===== config.mk =====
export PLATFORM = sky130hd
export DESIGN_NAME = ipv4_rx_header_validator_flat
export DESIGN_NICKNAME = d
export VERILOG_FILES = /design/src/ipv4rx_pkg.sv /design/src/ipv4rx_byte_if.sv /design/src/ipv4rx_result_if.sv /design/src/ipv4rx_hdr_capture.sv /design/src/ipv4rx_verdict.sv /design/src/ipv4_rx_header_validator.sv /design/src/flat_wrapper.sv
export SDC_FILE = /design/constraint.sdc
export NUM_CORES = 1
export LEC_CHECK = 0
export BUFFER_PORTS_ARGS = -buffer_cell sky130_fd_sc_hd__buf_2
export CAP_MARGIN = 20
export CORE_ASPECT_RATIO = 1.4
export CORE_MARGIN = 2
export CORE_UTILIZATION = 49
export CTS_BUF_LIST = sky130_fd_sc_hd__clkbuf_4 sky130_fd_sc_hd__clkbuf_8
export CTS_CLUSTER_DIAMETER = 80
export CTS_CLUSTER_SIZE = 20
export DETAILED_ROUTE_END_ITERATION = 6
export HOLD_SLACK_MARGIN = 0.02
export PLACE_DENSITY_LB_ADDON = 0.08
export SYNTH_ARGS = -nofsm -noshare
export SYNTH_HDL_FRONTEND = slang
export SYNTH_SLANG_ARGS = --single-unit

===== constraint.sdc =====
create_clock -name clk -period 6.18 [get_ports clk]
set_input_delay 1.854 -clock clk [delete_from_list [all_inputs] [get_ports clk]]
set_output_delay 1.854 -clock clk [all_outputs]
set_load 0.05 [all_outputs]

===== src/ipv4rx_pkg.sv =====
// ----------------------------------------------------------------------------
// ipv4rx_pkg
// Shared types and constants for the IPv4 receive header validator.
// ----------------------------------------------------------------------------
package ipv4rx_pkg;

	localparam logic [15:0] HDR_MIN = 16'd20;
	localparam logic [3:0]  IP_VERSION4 = 4'd4;

	typedef enum logic [2:0] {
		ST_OK        = 3'd0,
		ST_RUNT      = 3'd1,
		ST_NOT_V4    = 3'd2,
		ST_BAD_IHL   = 3'd3,
		ST_TOTAL_BIG = 3'd4,
		ST_TOTAL_MIN = 3'd5,
		ST_CHECKSUM  = 3'd6
	} status_t;

	typedef struct packed {
		logic [7:0]  version_length;
		logic [15:0] total_length;
		logic [7:0]  protocol;
		logic [31:0] source;
		logic [31:0] destination;
		logic [16:0] sum;
		logic [7:0]  high_hold;
	} hdr_state_t;

	typedef struct packed {
		status_t     status;
		logic [7:0]  protocol;
		logic [31:0] source_address;
		logic [31:0] destination_address;
		logic [5:0]  header_bytes;
		logic [15:0] total_length;
		logic [15:0] payload_length;
	} result_t;

endpackage


===== src/ipv4rx_byte_if.sv =====
// ----------------------------------------------------------------------------
// ipv4rx_byte_if
// Byte stream channel: one packet byte per transfer with a last flag.
// ----------------------------------------------------------------------------
interface ipv4rx_byte_if;
	logic       valid;
	logic       ready;
	logic [7:0] data_byte;
	logic       last;

	modport source (output valid, output data_byte, output last, input ready);
	modport sink (input valid, input data_byte, input last, output ready);
endinterface


===== src/ipv4rx_result_if.sv =====
// ----------------------------------------------------------------------------
// ipv4rx_result_if
// Verdict channel: one header check result per transfer.
// ----------------------------------------------------------------------------
interface ipv4rx_result_if;
	logic        valid;
	logic        ready;
	logic [2:0]  status;
	logic [7:0]  protocol;
	logic [31:0] source_address;
	logic [31:0] destination_address;
	logic [5:0]  header_bytes;
	logic [15:0] total_length;
	logic [15:0] payload_length;

	modport source (
		output valid, output status, output protocol, output source_address,
		output destination_address, output header_bytes, output total_length,
		output payload_length, input ready
	);
	modport sink (
		input valid, input status, input protocol, input source_address,
		input destination_address, input header_bytes, input total_length,
		input payload_length, output ready
	);
endinterface


===== src/ipv4rx_hdr_capture.sv =====
// ----------------------------------------------------------------------------
// ipv4rx_hdr_capture
// Byte counter, header field capture and ones-complement header sum.
// ----------------------------------------------------------------------------
module ipv4rx_hdr_capture #(
	parameter int COUNT_WIDTH = 16
) (
	input  logic                     clk,
	input  logic                     arst_n,
	input  logic                     step,
	input  logic [7:0]               data_byte,
	input  logic                     last,
	output ipv4rx_pkg::hdr_state_t   nxt,
	output logic [COUNT_WIDTH-1:0]   count_nxt
);
	import ipv4rx_pkg::*;

	hdr_state_t             st_q;
	logic [COUNT_WIDTH-1:0] count_q;
	logic [5:0]             hdr_len;
	logic [17:0]            word_sum;

	always_comb begin
		nxt = st_q;
		if (count_q == '0) begin
			nxt.version_length = data_byte;
		end
		hdr_len = {nxt.version_length[3:0], 2'b00};

		if (count_q == COUNT_WIDTH'(2)) begin
			nxt.total_length = {data_byte, st_q.total_length[7:0]};
		end else if (count_q == COUNT_WIDTH'(3)) begin
			nxt.total_length = {st_q.total_length[15:8], data_byte};
		end else if (count_q == COUNT_WIDTH'(9)) begin
			nxt.protocol = data_byte;
		end else if (count_q >= COUNT_WIDTH'(12) && count_q <= COUNT_WIDTH'(15)) begin
			nxt.source = {st_q.source[23:0], data_byte};
		end else if (count_q >= COUNT_WIDTH'(16) && count_q <= COUNT_WIDTH'(19)) begin
			nxt.destination = {st_q.destination[23:0], data_byte};
		end

		word_sum = {1'b0, st_q.sum} + {2'b00, st_q.high_hold, data_byte};
		if (count_q < COUNT_WIDTH'(hdr_len)) begin
			if (!count_q[0]) begin
				nxt.high_hold = data_byte;
			end else begin
				nxt.sum = {1'b0, word_sum[15:0]} + {15'd0, word_sum[17:16]};
			end
		end

		count_nxt = (count_q == '1) ? count_q : count_q + COUNT_WIDTH'(1);
	end

	always_ff @(posedge clk or negedge arst_n) begin
		if (!arst_n) begin
			st_q    <= '0;
			count_q <= '0;
		end else if (step) begin
			if (last) begin
				st_q    <= '0;
				count_q <= '0;
			end else begin
				st_q    <= nxt;
				count_q <= count_nxt;
			end
		end
	end
endmodule


===== src/ipv4rx_verdict.sv =====
// ----------------------------------------------------------------------------
// ipv4rx_verdict
// Ordered header checks and result formation on the final byte.
// ----------------------------------------------------------------------------
module ipv4rx_verdict #(
	parameter int COUNT_WIDTH = 16
) (
	input  ipv4rx_pkg::hdr_state_t hdr,
	input  logic [COUNT_WIDTH-1:0] len,
	output ipv4rx_pkg::result_t    res
);
	import ipv4rx_pkg::*;

	logic [5:0] hdr_len;
	status_t    status;

	always_comb begin
		hdr_len = {hdr.version_length[3:0], 2'b00};
		if (len < COUNT_WIDTH'(HDR_MIN)) begin
			status = ST_RUNT;
		end else if (hdr.version_length[7:4] != IP_VERSION4) begin
			status = ST_NOT_V4;
		end else if (hdr_len < HDR_MIN[5:0] || COUNT_WIDTH'(hdr_len) > len) begin
			status = ST_BAD_IHL;
		end else if (COUNT_WIDTH'(hdr.total_length) > len) begin
			status = ST_TOTAL_BIG;
		end else if (hdr.total_length < HDR_MIN) begin
			status = ST_TOTAL_MIN;
		end else if (hdr.sum[15:0] != 16'hffff) begin
			status = ST_CHECKSUM;
		end else begin
			status = ST_OK;
		end

		res.status              = status;
		res.protocol            = hdr.protocol;
		res.source_address      = hdr.source;
		res.destination_address = hdr.destination;
		res.header_bytes        = hdr_len;
		res.total_length        = hdr.total_length;
		if (status == ST_OK && hdr.total_length >= {10'd0, hdr_len}) begin
			res.payload_length = hdr.total_length - {10'd0, hdr_len};
		end else begin
			res.payload_length = '0;
		end
	end
endmodule


===== src/ipv4_rx_header_validator.sv =====
// ----------------------------------------------------------------------------
// ipv4_rx_header_validator
// Pipeline: an input register feeds the capture/check logic and the result
// register. Throughput: one byte per cycle, except that a last byte stalls in
// the input register while the previous result is still unaccepted.
// Reset: arst_n clears all header state, counts and valid flags.
// ----------------------------------------------------------------------------
module ipv4_rx_header_validator #(
	parameter int COUNT_WIDTH = 16
) (
	input  logic              clk,
	input  logic              arst_n,
	ipv4rx_byte_if.sink       pkt,
	ipv4rx_result_if.source   hdr
);
	import ipv4rx_pkg::*;

	logic                   valid_s1;
	logic [7:0]             byte_s1;
	logic                   last_s1;
	logic                   advance;
	hdr_state_t             st_nxt;
	logic [COUNT_WIDTH-1:0] count_nxt;
	result_t                verdict;
	result_t                res_q;
	logic                   out_valid_q;

	assign advance   = valid_s1 && (!last_s1 || !out_valid_q || hdr.ready);
	assign pkt.ready = !valid_s1 || advance;

	always_ff @(posedge clk or negedge arst_n) begin
		if (!arst_n) begin
			valid_s1 <= 1'b0;
		end else if (pkt.ready) begin
			valid_s1 <= pkt.valid;
		end
	end

	always_ff @(posedge clk) begin
		if (pkt.ready && pkt.valid) begin
			byte_s1 <= pkt.data_byte;
			last_s1 <= pkt.last;
		end
	end

	ipv4rx_hdr_capture #(.COUNT_WIDTH(COUNT_WIDTH)) u_capture (
		.clk       (clk),
		.arst_n    (arst_n),
		.step      (advance),
		.data_byte (byte_s1),
		.last      (last_s1),
		.nxt       (st_nxt),
		.count_nxt (count_nxt)
	);

	ipv4rx_verdict #(.COUNT_WIDTH(COUNT_WIDTH)) u_verdict (
		.hdr (st_nxt),
		.len (count_nxt),
		.res (verdict)
	);

	always_ff @(posedge clk or negedge arst_n) begin
		if (!arst_n) begin
			out_valid_q <= 1'b0;
		end else if (advance && last_s1) begin
			out_valid_q <= 1'b1;
		end else if (hdr.ready) begin
			out_valid_q <= 1'b0;
		end
	end

	always_ff @(posedge clk) begin
		if (advance && last_s1) begin
			res_q <= verdict;
		end
	end

	assign hdr.valid               = out_valid_q;
	assign hdr.status              = res_q.status;
	assign hdr.protocol            = res_q.protocol;
	assign hdr.source_address      = res_q.source_address;
	assign hdr.destination_address = res_q.destination_address;
	assign hdr.header_bytes        = res_q.header_bytes;
	assign hdr.total_length        = res_q.total_length;
	assign hdr.payload_length      = res_q.payload_length;
endmodule


===== src/flat_wrapper.sv =====
// flat-port wrapper written by rule: the top's interface ports become plain ports
module ipv4_rx_header_validator_flat import ipv4rx_pkg::*;
#(
	parameter int COUNT_WIDTH = 16
)
  (clk, arst_n, pkt_valid, pkt_data_byte, pkt_last, pkt_ready, hdr_valid, hdr_status, hdr_protocol, hdr_source_address, hdr_destination_address, hdr_header_bytes, hdr_total_length, hdr_payload_length, hdr_ready);
  ipv4rx_byte_if pkt_i ();
  ipv4rx_result_if hdr_i ();
  input  logic clk;
  input  logic arst_n;
  input wire logic [$bits(pkt_i.valid)-1:0] pkt_valid;
  input wire logic [$bits(pkt_i.data_byte)-1:0] pkt_data_byte;
  input wire logic [$bits(pkt_i.last)-1:0] pkt_last;
  output wire logic [$bits(pkt_i.ready)-1:0] pkt_ready;
  output wire logic [$bits(hdr_i.valid)-1:0] hdr_valid;
  output wire logic [$bits(hdr_i.status)-1:0] hdr_status;
  output wire logic [$bits(hdr_i.protocol)-1:0] hdr_protocol;
  output wire logic [$bits(hdr_i.source_address)-1:0] hdr_source_address;
  output wire logic [$bits(hdr_i.destination_address)-1:0] hdr_destination_address;
  output wire logic [$bits(hdr_i.header_bytes)-1:0] hdr_header_bytes;
  output wire logic [$bits(hdr_i.total_length)-1:0] hdr_total_length;
  output wire logic [$bits(hdr_i.payload_length)-1:0] hdr_payload_length;
  input wire logic [$bits(hdr_i.ready)-1:0] hdr_ready;
  assign pkt_i.valid = pkt_valid;
  assign pkt_i.data_byte = pkt_data_byte;
  assign pkt_i.last = pkt_last;
  assign pkt_ready = pkt_i.ready;
  assign hdr_valid = hdr_i.valid;
  assign hdr_status = hdr_i.status;
  assign hdr_protocol = hdr_i.protocol;
  assign hdr_source_address = hdr_i.source_address;
  assign hdr_destination_address = hdr_i.destination_address;
  assign hdr_header_bytes = hdr_i.header_bytes;
  assign hdr_total_length = hdr_i.total_length;
  assign hdr_payload_length = hdr_i.payload_length;
  assign hdr_i.ready = hdr_ready;
  ipv4_rx_header_validator #(.COUNT_WIDTH(COUNT_WIDTH)) u_core (.clk(clk), .arst_n(arst_n), .pkt(pkt_i), .hdr(hdr_i));
endmodule

======== Yosys cells after proc, flatten, opt, wreduce, memory -nomap -nowiden ========
Index checks and enable logic that the tools add are counted.
storage, ports and cells
  register bits ........................... 259
  input port bits ......................... 13
  output and inout bits ................... 115
  word-level logic and storage cells ...... 86
cells by class
  add/subtract/negate cells ............... 4
  order comparisons ....................... 11
  eq/ne operators ......................... 7
  muxes and demuxes ....................... 24
  reduce and logical (&&, ||, !) cells .... 20
operator list
  kind                                                                     count
  72-bit 2-to-1 mux                                                        2
  121-bit 2-to-1 mux                                                       1
  32-bit 2-to-1 mux                                                        3
  64-bit 2-to-1 mux                                                        1
  16-bit 2-to-1 mux                                                        3
  16-bit by 2-bit == test with 1-bit output (second input constant)        2
  16-bit by 5-bit < comparator with 1-bit output (second input constant)   2
  8-bit 2-to-1 mux                                                         4
  25-bit 2-to-1 mux                                                        1
  17-bit by 16-bit adder with 18-bit output                                1
  3-bit 2-to-1 mux                                                         6
  16-bit by 2-bit adder with 17-bit output                                 1
  17-bit 2-to-1 mux                                                        1
  16-bit by 1-bit adder with 16-bit output (second input constant)         1
  16-bit == test (second input constant)                                   1
  16-bit by 4-bit == test with 1-bit output (second input constant)        1
  16-bit by 4-bit >= comparator with 1-bit output (second input constant)  1
  16-bit by 5-bit >= comparator with 1-bit output (second input constant)  1
  16-bit by 6-bit >= comparator with 1-bit output                          1
  16-bit > comparator                                                      1
  6-bit by 16-bit > comparator with 1-bit output                           1
  16-bit by 4-bit <= comparator with 1-bit output (second input constant)  1
  16-bit by 5-bit <= comparator with 1-bit output (second input constant)  1
  16-bit logical NOT                                                       1
  13 further kinds                                                         27

======== Depth between registers and ports, before layout ========
Gate-level depths: netlist of the first run.
  depth in word-level cells ............... 13
  gate-level depth with buffers ........... 22

======== Hierarchy ========
From an unflattened synthesis of the first run, not the netlist that was laid out.
unflattened totals
  cells, all modules ...................... 1232
  area total of the unflattened synthesis .. 13983.4 µm²
modules (own cells, without submodules)
  module                    instances  cells an instance  area an instance (µm²)  sequential area each (µm²)
  ipv4rx_hdr_capture        1          840                8371.8                  3428.3
  ipv4_rx_header_validator  1          132                3769.9                  3713.6
  ipv4rx_verdict            1          260                1841.8                  0.0

======== Least setup slack after synthesis of the first run ========
No wires, ideal clock.
  path kind ............................... input to register
  start ................................... in hdr_ready
  end ..................................... reg u_core.out_valid_q, in the netlist u_core.hdr.valid
  library setup time ...................... 0.094 ns
  data arrival time ....................... 7.448 ns
  data required time ...................... 6.086 ns
  setup slack ............................. -1.363 ns
  cell stages on the path ................. 6
  buffers on the path ..................... 1
  path through ............................ nor2b_1 -> nand2_1 -> nand2_1 -> clkbuf_1 -> nor2_1 -> or2_2
on the way
  longest elaborated chain between the ends .. 4
RTL lines
  item                                                    line                            source
  start: declaration                                      flat_wrapper.sv:23              input wire logic [$bits(hdr_i.ready)-1:0] hdr_ready;
  1-bit logical OR                                        ipv4_rx_header_validator.sv:28  assign advance = valid_s1 && (!last_s1 || !out_valid_q || hdr.ready);
  1-bit logical AND                                       ipv4_rx_header_validator.sv:28
  1-bit logical AND                                       ipv4_rx_header_validator.sv:65  end else if (advance && last_s1) begin
  1-bit 2-to-1 mux or 2-bit nonzero test (tied branches)  --
  end signal: assignment                                  ipv4_rx_header_validator.sv:64  out_valid_q <= 1'b0;
  end signal: assignment                                  ipv4_rx_header_validator.sv:66  out_valid_q <= 1'b1;
  end signal: assignment                                  ipv4_rx_header_validator.sv:68  out_valid_q <= 1'b0;
  end: declaration                                        ipv4_rx_header_validator.sv:26  logic out_valid_q;
Several ways; a longest one is shown, not always the timed one.
A chain may end at the register's enable or synchronous reset.

======== Final worst setup path of the first run ========
  start ................................... reg u_core.byte_s1[1]
  end ..................................... reg u_core.res_q (netlist bit u_core.hdr.payload_length[3]) (data pin)
on the way
  longest elaborated chain between the ends .. 13
RTL lines
  item                                       line                            source
  start: declaration                         ipv4_rx_header_validator.sv:19  logic [7:0] byte_s1;
  start signal: assignment                   ipv4_rx_header_validator.sv:41  byte_s1 <= pkt.data_byte;
  17-bit by 16-bit adder with 18-bit output  ipv4rx_hdr_capture.sv:42        word_sum = {1'b0, st_q.sum} + {2'b00, st_q.high_hold, data_byte};
  16-bit by 2-bit adder with 17-bit output   ipv4rx_hdr_capture.sv:47        nxt.sum = {1'b0, word_sum[15:0]} + {15'd0, word_sum[17:16]};
  17-bit 2-to-1 mux                          ipv4rx_hdr_capture.sv:44        if (!count_q[0]) begin
  25-bit 2-to-1 mux                          ipv4rx_hdr_capture.sv:43        if (count_q < COUNT_WIDTH'(hdr_len)) begin
  16-bit != test                             ipv4rx_verdict.sv:29            end else if (hdr.sum[15:0] != 16'hffff) begin
  3-bit 2-to-1 mux                           ipv4rx_verdict.sv:29
  3-bit 2-to-1 mux                           ipv4rx_verdict.sv:27            end else if (hdr.total_length < HDR_MIN) begin
  3-bit 2-to-1 mux                           ipv4rx_verdict.sv:25            end else if (COUNT_WIDTH'(hdr.total_length) > len) begin
  3-bit 2-to-1 mux                           ipv4rx_verdict.sv:23            end else if (hdr_len < HDR_MIN[5:0] || COUNT_WIDTH'(hdr_len) > len) begin
  3-bit 2-to-1 mux                           ipv4rx_verdict.sv:21            end else if (hdr.version_length[7:4] != IP_VERSION4) begin
  3-bit 2-to-1 mux                           ipv4rx_verdict.sv:19            if (len < COUNT_WIDTH'(HDR_MIN)) begin
  3-bit logical NOT                          ipv4rx_verdict.sv:41            if (status == ST_OK && hdr.total_length >= {10'd0, hdr_len}) begin
  1-bit logical AND                          ipv4rx_verdict.sv:41
  end signal: assignment                     ipv4_rx_header_validator.sv:74  res_q <= verdict;
  end: declaration                           ipv4_rx_header_validator.sv:25  result_t res_q;
Several ways; a longest one is shown, not always the timed one. The select of a mux whose other input is x is not followed.

==> flow_metrics.tcl, run 1 <==
set metrics [dict create \
    dp_hpwl_microns 22200 \
    rrSetupSlack_ns 0.65 \
    wl_per_cell_microns 21.0 \
    synth-compound-area-share_pct 14.5 \
    power_frac_comb_pct 32.9 \
    p_sw_mw 1.57 \
    die_height_microns 197 \
    synth_top_family_by_area "compound AO/OA/AOI/OAI gates" \
    layout_setup_ws_ns 0.653 \
    drc 0 \
    htree_levels 1 \
    worstSetupEndpointType "flip-flop" \
    crit_path_max_fanout 17 \
    antenna_left 0 \
    gp_congestion 0.904 \
    cp_cell_sequence "ha_1 > a211oi_1 > o21a_1 > o22ai_1 > or2_1 > a31oi_1 > nor2b_1 > o21a_1 > ha_1 > a21o_1 > nand3_1 > nor4_2 > nor2b_1 > nand4_1 > or3_1 > a211oi_1 > o211ai_4 > nor4b_1" \
    power_mw 4.30 \
    crit_buf_inv 0 \
    fp-row-count 70 \
    clock_latency_ns 0.55 \
    crit_path_start_kind "flip-flop" \
    antenna_found_initial 1 \
    numCtsBuffers 17 \
    critPathLaunch "u_core.byte_s1[1]$_DFFE_PP_" \
    viasPerCell 5.88 \
    initialDrtViolationCount 484 \
    worstMarginPinSlew_ns 0.993 \
    timing.slew.headroom_pct 33.7 \
    clock-sinks 259 \
    cts_root_buf "clkbuf_8" \
    rr_worst_depth 18 \
    yosys.area_share.simple_pct 11.5 \
    multi_input_area_sq_mm 0.00561 \
    ys_ff_latch 259 \
    syn_area_sq_mm 0.0131 \
    grt_pass1_vias 8947 \
    cp.required_ns 6.54 \
    synthXorXnorAreaFrac_pct 3.49 \
    ir_worst_vdd_v 0.000199 \
    post_cts_buffers 0 \
    drive_gt1_share_pct 23.0 \
    max_stage_delay_ns 0.52 \
    ios 128 \
    regArea_sq_mm 0.00708 \
    num-fill-cells 2286 \
    fin_cells 1543 \
    dp_cells 1512 \
    grt_max_degree 101 \
    yosysSeqAreaShare_pct 54.2 \
    fmax_mhz 181 \
    track_usage_pct 23.1 \
    cts_buffer_depth 3 \
    r2r_start "u_core.byte_s1[1]$_DFFE_PP_" \
    io_buffers 125 \
    synthDistinctLibCells 72 \
    synth-main-ff-cell "dfrtp_1" \
    hp-start "u_core.u_capture.st_q[97]$_DFFE_PN0P_" \
    status "finished, final reports clean" \
    slew_violations 0 \
    slowest_stage "nor4_2" \
    fin_util_pct 54.8 \
    async_flop_share_pct 53.7 \
    start_util_pct 49.9 \
    fin_crit_ns 5.53 \
    finalCritPeriodShare_pct 89.4 \
    p_seq_share_pct 46.6 \
    synthMuxAreaShare_pct 7.97 \
    synth_edf_count 120 \
    rsz0062_at_grt "false" \
    clk_pin_slew_worst_paths_ns 0.13 \
    whs_path_depth 2 \
    wirelength_microns 32400 \
    grt-ovfl-total 0 \
    syn-instance-count 1108 \
    hold_viol_final 0 \
    switching_share_pct 36.6 \
    tns_ns 0 \
    yosys_warnings 0 \
    post-place-ws_ns 0.635 \
    leakage_nw 6.34 \
    cap_viol_max_count 0 \
    cts_resized 0 \
    min_path_type "reg -> reg" \
    intPower_mw 2.72 \
    core_sq_mm 0.0262 \
    first_pass_iters 5 \
    num-nets-final 1273 \
    area_growth_pct 9.97 \
    p_per_area_mw_per_mm2 299 \
    pwr-share-clk_pct 20.5 \
    r2r_end "u_core.hdr.payload_length[3]$_SDFFCE_PN0P_" \
    postCtsHoldBufs 0 \
    crit_family "compound AO/OA/AOI/OAI gates" \
    arrival_ns 5.89 \
    syn_avg_cell_area_sq_um 11.8 \
    grt_pass1_wl_microns 50500 \
    hold-path-endpoint "u_core.u_capture.st_q[97]$_DFFE_PN0P_" \
    die_w_microns 142 \
    setup_viol 0 \
    vias 9074 \
    die_area_sq_mm 0.0280 \
    path_class "reg -> reg" \
    synth-adder-area-share_pct 5.15 \
    cts_tree "yes" \
    finalClockSkew_ns 0.0283 \
]
## cell type report
type,count,share of cell area (%)
Clock inverter,2,0.157
Tap cell,324,2.82
Antenna cell,1,0.0174
Timing Repair Buffer,147,5.71
Clock buffer,27,2.15
Sequential cell,259,49.3
Multi-Input combinational cell,752,39.0
Inverter,31,0.810
## synthesized netlist by cell type, types with 12 or more instances
library cell | number | area (sq um)
dfrtp_1 | 139 | 3480
edfxtp_1 | 120 | 3600
nand2_1 | 103 | 387
a22o_1 | 82 | 718
mux2_2 | 76 | 856
o21ai_0 | 70 | 350
clkbuf_1 | 52 | 195
ha_1 | 49 | 613
nor2_1 | 40 | 150
a21oi_1 | 33 | 165
xnor2_1 | 33 | 289
inv_1 | 31 | 116
nand3_1 | 21 | 105
nor3_1 | 20 | 100
xor2_1 | 19 | 166
nand4_1 | 18 | 113
mux2i_1 | 17 | 170
a21o_1 | 16 | 120
nor4_1 | 12 | 75.1
## how the worst max path moves through the flow
stage                                                              to  slack [ns]  cells past startpoint
after floorplan           u_core.hdr.destination_address[0]$_DFFE_PP_        0.56                      5
final                      u_core.hdr.payload_length[3]$_SDFFCE_PN0P_        0.65                     18
after global routing       u_core.hdr.payload_length[3]$_SDFFCE_PN0P_        0.25                     18
after CTS                  u_core.hdr.payload_length[3]$_SDFFCE_PN0P_        0.62                     18
after detailed placement   u_core.hdr.payload_length[3]$_SDFFCE_PN0P_        0.64                     18
after global placement     u_core.hdr.payload_length[3]$_SDFFCE_PN0P_        0.80                     18
## cell usage in the layout (no fill, tap or decap), types with 4 or more instances in the layout
cell	synthesis	routed
a21oi_1	33	33
and3_1	5	5
nor4_1	12	12
nor4_2	10	10
o21ai_0	70	70
nand2_1	103	102
nor2b_1	10	10
nor3b_1	4	4
or3_1	5	5
ha_1	49	49
o211ai_1	8	8
buf_2	6	124
clkbuf_4	0	10
nor2_1	40	38
a22oi_1	4	4
clkbuf_8	0	17
a21o_1	16	16
o31ai_1	4	4
buf_4	2	20
nor3_1	20	19
nand2b_1	11	11
o22ai_1	6	6
a22o_1	82	82
nand3_1	21	21
o21a_1	9	9
dfrtp_1	139	139
nand4_1	18	18
mux2i_1	17	17
inv_1	31	31
a31oi_1	4	4
xor2_1	19	19
xnor2_1	33	33
mux2_2	76	76
edfxtp_1	120	120
and2_1	4	4
## sequential cells by signal, summed over array words and instances (netlist names)
register / flops
u_core.hdr.total_length: 16
u_core.hdr.payload_length: 16
u_core.hdr.valid: 1
u_core.hdr.header_bytes: 4
u_core.hdr.source_address: 32
u_core.byte_s1: 8
u_core.valid_s1: 1
u_core.hdr.protocol: 8
u_core.u_capture.count_q: 16
u_core.last_s1: 1
u_core.hdr.destination_address: 32
u_core.u_capture.st_q: 121
u_core.hdr.status: 3
## metrics by stage
step | hold WS [ns] | cell area, sq um
finish | 0.500 | 14400
detailed placement | 0.472 | 14000
floorplan | 0.450 | 13100
CTS | 0.502 | 14300
global placement | 0.463 | 14000
global route | 0.526 | 14400
## power groups by stage
stage / Clock (mW) / Combinational (mW) / Sequential, mW
global placement: 0 / 1.41 / 2.03
global route: 0.962 / 1.56 / 2.01
detailed placement: 0 / 1.42 / 2.04
floorplan: 0 / 0.937 / 2.14
finish: 0.879 / 1.42 / 2.00
CTS: 0.911 / 1.42 / 2.00
## worst reg2reg max path, stage by stage (launching register included)
cell and delay, ns:
edfxtp_1 0.44, ha_1 0.30, a211oi_1 0.50, o21a_1 0.28, o22ai_1 0.13, or2_1 0.25
a31oi_1 0.26, nor2b_1 0.08, o21a_1 0.21, ha_1 0.28, a21o_1 0.12, nand3_1 0.08
nor4_2 0.52, nor2b_1 0.21, nand4_1 0.15, or3_1 0.38, a211oi_1 0.44, o211ai_4 0.32
nor4b_1 0.38
## kinds of logic after synthesis
kind of cell	count (synthesis)
other	1
xor gates and xnor gates	52
buffers and inverters	98
DFF	259
AOI/OAI and AO/OA	266
muxes	94
adders and majority gates	52
and+or+nand+nor	286
## metal layers
metal,track usage [%],share of wire [%]
met3,4.00,4.6
met4,7.70,3.2
met1,30.9,43
met5,0,0
met2,38.1,49
(Power assumes the default switching activity.)
==> run 2: changes to the inputs <==
--- a/config.mk
+++ b/config.mk
@@ -18,4 +18,5 @@
 export PLACE_DENSITY_LB_ADDON = 0.08
 export SYNTH_ARGS = -nofsm -noshare
 export SYNTH_HDL_FRONTEND = slang
+export SYNTH_HIERARCHICAL = 1
 export SYNTH_SLANG_ARGS = --single-unit
==> flow_metrics.tcl, run 2 <==
set metrics [dict create \
    status "finished, final reports clean" \
    viasPerCell 5.69 \
    wl_per_cell_microns 19.9 \
    wirelength_microns 32600 \
    setup_viol 0 \
    cts_root_buf "clkbuf_8" \
    r2r_end "u_core/hdr.payload_length[12]$_DFFE_PP_" \
    cts_buffer_depth 3 \
    worstMarginPinSlew_ns 1.09 \
    cts_tree "yes" \
    ir_worst_vdd_v 0.000164 \
    grt_pass1_vias 9304 \
    timing.slew.headroom_pct 27.0 \
    rsz0062_at_grt "false" \
    finalInstanceArea_sq_mm 0.0148 \
    cap_viol_max_count 0 \
    worstSetupEndpoint "u_core/hdr.payload_length[12]$_DFFE_PP_" \
    core_sq_mm 0.0282 \
    antenna_cells 0 \
    place_area_sq_mm 0.0144 \
    min_path_type "reg -> reg" \
    dp_cells 1611 \
    r2r_start "u_core/u_capture/st_q[8]$_DFFE_PN0P_" \
    rr_worst_depth 25 \
    top_register "u_core/u_capture/st_q" \
    first_pass_iters 5 \
    yosys_warnings 6 \
    fp-row-count 73 \
    finalClockSkew_ns 0.0410 \
    track_usage_pct 21.8 \
    largest_reg_flops 121 \
    layout_common_cells "nand2_1 (162), dfrtp_1 (139), buf_2 (126), edfxtp_1 (122), a22o_1 (119)" \
    antenna_found_initial 0 \
    drive_gt1_share_pct 23.7 \
    die_height_microns 204 \
    die_w_microns 147 \
    numCtsBuffers 17 \
    multi_input_area_sq_mm 0.00573 \
    fin_crit_ns 5.82 \
    vias 9335 \
    critPathLaunch "u_core/u_capture/st_q[8]$_DFFE_PN0P_" \
    syn_area_sq_mm 0.0140 \
    clock_latency_ns 0.56 \
    antenna_left 0 \
    p_per_area_mw_per_mm2 279 \
    grt-ovfl-total 0 \
    grt_max_degree 82 \
    crit_path_start_kind "flip-flop" \
    clk_pin_slew_worst_paths_ns 0.13 \
    io_buffers 127 \
    drc 0 \
    layout_commonest_cell "nand2_1" \
    path_class "reg -> reg" \
    leakage_nw 6.52 \
    regArea_sq_mm 0.00714 \
    htree_levels 1 \
    dp_hpwl_microns 22300 \
    worstSetupEndpointType "flip-flop" \
    finalCritPeriodShare_pct 94.1 \
    cp.required_ns 6.56 \
    die_area_sq_mm 0.0299 \
    num-fill-cells 2525 \
    gp_congestion 0.934 \
    ios 128 \
    initialDrtViolationCount 529 \
    hold_viol_final 0 \
    grt_pass1_wl_microns 51800 \
    rrSetupSlack_ns 0.36 \
    syn-instance-count 1231 \
    fin_cells 1642 \
    syn_avg_cell_area_sq_um 11.4 \
    clock-sinks 261 \
    slew_violations 0 \
    crit_path_max_fanout 10 \
    fmax_mhz 172 \
    area_growth_pct 5.68 \
    num-nets-final 1322 \
    start_util_pct 49.5 \
    tns_ns 0 \
    fin_util_pct 52.3 \
    arrival_ns 6.20 \
]
-- run 2: changes by cell type in the layout (fill, tap and decap cells not counted), sizes merged, moves of 9 or more --
cell	previous run	this run
inv	33	43
a22o	82	119
nand2	103	162
o21ai	73	46
mux2i	17	3
a21o	16	7
nor3	20	30
buf	147	160
-- run 2: per-stage QoR --
stage                     hold WS (ns)  setup WS (ns)  power, mW
after floorplan                  0.456          0.679       2.98
after global placement           0.471         0.0733       3.24
after detailed placement         0.474         -0.155       3.25
after CTS                        0.509         0.0424       4.13
after global routing             0.519         0.0551       4.34
final                            0.508          0.364       4.12
-- run 2: worst min path at each step --
| stage | to | slack (ns) | cells after the start | from |
|---|---|---|---|---|
| 6_report | u_core/u_capture/st_q[116]$_DFFE_PN0P_ | 0.51 | 1 | u_core/u_capture/st_q[116]$_DFFE_PN0P_ |
| 5_1_grt | u_core/u_capture/st_q[116]$_DFFE_PN0P_ | 0.52 | 1 | u_core/u_capture/st_q[116]$_DFFE_PN0P_ |
| 4_1_cts | u_core/u_capture/st_q[116]$_DFFE_PN0P_ | 0.51 | 1 | u_core/u_capture/st_q[116]$_DFFE_PN0P_ |
| 3_5_place_dp | u_core/u_capture/st_q[116]$_DFFE_PN0P_ | 0.47 | 1 | u_core/u_capture/st_q[116]$_DFFE_PN0P_ |
| 3_3_place_gp | u_core/u_capture/st_q[116]$_DFFE_PN0P_ | 0.47 | 1 | u_core/u_capture/st_q[116]$_DFFE_PN0P_ |
| 2_1_floorplan | u_core/u_capture/st_q[115]$_DFFE_PN0P_ | 0.46 | 1 | u_core/u_capture/st_q[115]$_DFFE_PN0P_ |
-- run 2: metal layers --
layer	part of all wire [%]	track usage, %
met1	43	28.3
met2	50	38.1
met3	4.1	2.12
met4	3.4	7.87
met5	0	0
-- run 2: report_power, final --
part,switching [mW],leakage [nW],internal (mW)
sequential,0.0575,3.08,1.91
combinational,0.802,3.27,0.462
clock,0.561,0.174,0.322
total,1.42,6.52,2.70
-- run 2: repair_timing --
item,CTS,global route
buffers inserted,0,1
hold buffers,0,0
endpoints found under the setup margin,17,18
gates resized for setup,3,11
pin swaps,1,3
gates cloned,0,0
-- run 2: layout make-up --
class / count / area share, %
clock buffers: 26 / 2.04
multi-input cells: 775 / 38.8
clock inverters: 3 / 0.186
repair buffers: 160 / 6.33
flip-flops and latches: 261 / 48.4
well taps: 375 / 3.18
inverters: 42 / 1.08
-- run 2: worst max-delay path, stage by stage, from the launching register on --
cell	delay, ns
dfrtp_1	0.41
ha_1	0.21
inv_1	0.07
fa_1	0.41
nand2b_4	0.19
a211oi_4	0.28
o21ai_1	0.11
a21bo_2	0.24
a21boi_1	0.15
o21ai_1	0.10
o311ai_2	0.28
ha_2	0.25
fa_1	0.20
nand2_1	0.10
a21o_1	0.20
nor4_4	0.16
or4b_4	0.54
or3b_1	0.42
xor2_1	0.17
o21ai_1	0.13
nand4_1	0.11
nor4_2	0.26
buf_4	0.17
o21ai_2	0.13
buf_12	0.19
nor3_1	0.18
==> run 3: changes to the inputs <==
--- a/config.mk
+++ b/config.mk
@@ -10,11 +10,11 @@
 export CORE_ASPECT_RATIO = 1.4
 export CORE_MARGIN = 2
 export CORE_UTILIZATION = 49
-export CTS_BUF_LIST = sky130_fd_sc_hd__clkbuf_4 sky130_fd_sc_hd__clkbuf_8
 export CTS_CLUSTER_DIAMETER = 80
 export CTS_CLUSTER_SIZE = 20
 export DETAILED_ROUTE_END_ITERATION = 6
 export HOLD_SLACK_MARGIN = 0.02
+export MAX_ROUTING_LAYER = met4
 export PLACE_DENSITY_LB_ADDON = 0.08
 export SYNTH_ARGS = -nofsm -noshare
 export SYNTH_HDL_FRONTEND = slang
==> flow_metrics.tcl, run 3 (synthesis results as in run 2) <==
set metrics [dict create \
    leakage_nw 6.59 \
    fin_cells 1643 \
    viasPerCell 5.71 \
    arrival_ns 6.15 \
    p_per_area_mw_per_mm2 292 \
    tns_ns 0 \
    cts_tree "yes" \
    max_stage_delay_ns 0.53 \
    slowest_stage "or4b_4" \
    cp.required_ns 6.51 \
    p_sw_mw 1.46 \
    worstSetupEndpointType "flip-flop" \
    min_path_type "reg -> reg" \
    path_common_cell "o21ai_1" \
    grt_pass1_vias 9200 \
    top_register "u_core/u_capture/st_q" \
    initialDrtViolationCount 478 \
    area_growth_pct 6.81 \
    vias 9389 \
    fin_crit_ns 5.82 \
    clk_pin_slew_worst_paths_ns 0.09 \
    gp_congestion 0.942 \
    drive_gt1_share_pct 22.9 \
    track_usage_pct 22.3 \
    fmax_mhz 172 \
    num-nets-final 1323 \
    place_area_sq_mm 0.0144 \
    status "finished, final reports clean" \
    htree_levels 1 \
    die_w_microns 147 \
    io_buffers 127 \
    wirelength_microns 32400 \
    ios 128 \
    pwr-share-clk_pct 25.9 \
    crit_path_max_fanout 10 \
    cts_root_buf "clkbuf_16" \
    antenna_found_initial 0 \
    hold_viol_final 0 \
    path_class "reg -> reg" \
    finalCritPeriodShare_pct 94.2 \
    power_frac_comb_pct 28.9 \
    clock-sinks 261 \
    p_seq_share_pct 45.2 \
    setup_viol 0 \
    cap_viol_max_count 0 \
    finalClockSkew_ns 0.0141 \
    worstMarginPinSlew_ns 0.779 \
    crit_buf_inv 3 \
    ir_worst_vdd_v 0.000277 \
    antenna_cells 0 \
    die_area_sq_mm 0.0299 \
    intPower_mw 2.90 \
    cts_buffer_depth 3 \
    layout_common_cells "nand2_1 (162), dfrtp_1 (139), buf_2 (126), edfxtp_1 (122), a22o_1 (119)" \
    numCtsBuffers 17 \
    dp_hpwl_microns 22200 \
    grt_max_degree 90 \
    grt-ovfl-total 0 \
    die_height_microns 204 \
    start_util_pct 49.5 \
    crit_family "simple AND/OR/NAND/NOR gates" \
    switching_share_pct 33.5 \
    clock_latency_ns 0.50 \
    timing.slew.headroom_pct 46.7 \
    wl_per_cell_microns 19.7 \
    dp_cells 1611 \
    crit_path_start_kind "flip-flop" \
    fp-row-count 73 \
    first_pass_iters 5 \
    slew_violations 0 \
    layout_commonest_cell "nand2_1" \
    grt_pass1_wl_microns 51600 \
    drc 0 \
    finalInstanceArea_sq_mm 0.0149 \
    rsz0062_at_grt "false" \
    largest_reg_flops 121 \
    antenna_left 0 \
    core_sq_mm 0.0282 \
]
[run 3: worst paths after layout]
path	from	end	slack, ns	depth (start not counted)
worst max-delay path	u_core/u_capture/st_q[8]$_DFFE_PN0P_	u_core/hdr.payload_length[13]$_DFFE_PP_	0.36	25
worst min-delay path	u_core/u_capture/st_q[116]$_DFFE_PN0P_	u_core/u_capture/st_q[116]$_DFFE_PN0P_	0.50	1
worst max register to register	u_core/u_capture/st_q[8]$_DFFE_PN0P_	u_core/hdr.payload_length[13]$_DFFE_PP_	0.36	25
worst min register to register	u_core/u_capture/st_q[116]$_DFFE_PN0P_	u_core/u_capture/st_q[116]$_DFFE_PN0P_	0.50	1
max in group asynchronous	arst_n	u_core/u_capture/st_q[71]$_DFFE_PN0P_	3.83	2
min in group asynchronous	arst_n	u_core/u_capture/count_q[12]$_DFFE_PN0P_	1.30	1
[run 3: per-stage QoR]
stage | setup slack (ns) | util [%] | hold slack (ns) | power [mW]
final | 0.358 | 52.9 | 0.497 | 4.36
after global routing | 0.0160 | 52.9 | 0.522 | 4.58
after detailed placement | -0.187 | 50.9 | 0.474 | 3.25
after floorplan | 0.679 | - | 0.456 | 2.98
after global placement | 0.0874 | 50.9 | 0.470 | 3.24
after CTS | 0.00279 | 52.6 | 0.500 | 4.37
[run 3: power groups by stage]
stage	clock [mW]	combinational, mW	sequential (mW)
finish	1.13	1.26	1.97
global route	1.22	1.38	1.98
CTS	1.16	1.24	1.97
detailed placement	0	1.24	2.01
global placement	0	1.24	2.00
floorplan	0	0.859	2.12
[run 3: what timing repair did]
action	CTS	global route
endpoints found under the hold margin	0	0
buffers inserted	0	2
pin swaps	0	4
hold buffers	0	0
endpoints found under the setup margin	17	18
resized for setup	2	12
[run 3: area by class of cell]
type                            instances  area (sq um)
Tap cell                              375           469
Inverter                               42           159
Timing Repair Buffer                  161           938
Multi-Input combinational cell        775          5730
Sequential cell                       261          7140
Clock buffer                           26           459
Clock inverter                          3          31.3
Fill cell                            2498         13300
[run 3: worst register-to-register path, stage by stage (launching register included)]
cell      delay (ns)
dfrtp_1         0.39
ha_2            0.20
inv_1           0.05
fa_1            0.40
nand2b_4        0.18
a211oi_2        0.29
o21ai_1         0.11
a21bo_2         0.24
a21boi_1        0.16
o21ai_1         0.11
o311ai_2        0.34
ha_2            0.26
fa_1            0.20
nand2_1         0.09
a21o_1          0.20
nor4_4          0.15
or4b_4          0.53
or3b_1          0.40
xor2_1          0.17
o21ai_1         0.12
nand4_1         0.11
nor4_2          0.30
buf_4           0.18
o21ai_4         0.10
buf_12          0.17
nor3_1          0.18
[run 3: layer usage]
| metal | track usage, % | vias up | share of wire, % |
|---|---|---|---|
| li1 | - | 4459 | - |
| met1 | 29.1 | 4663 | 44 |
| met2 | 37.7 | 212 | 50 |
| met3 | 1.74 | 55 | 3.2 |
| met4 | 6.24 | 0 | 2.8 |
| met5 | - | - | 0 |
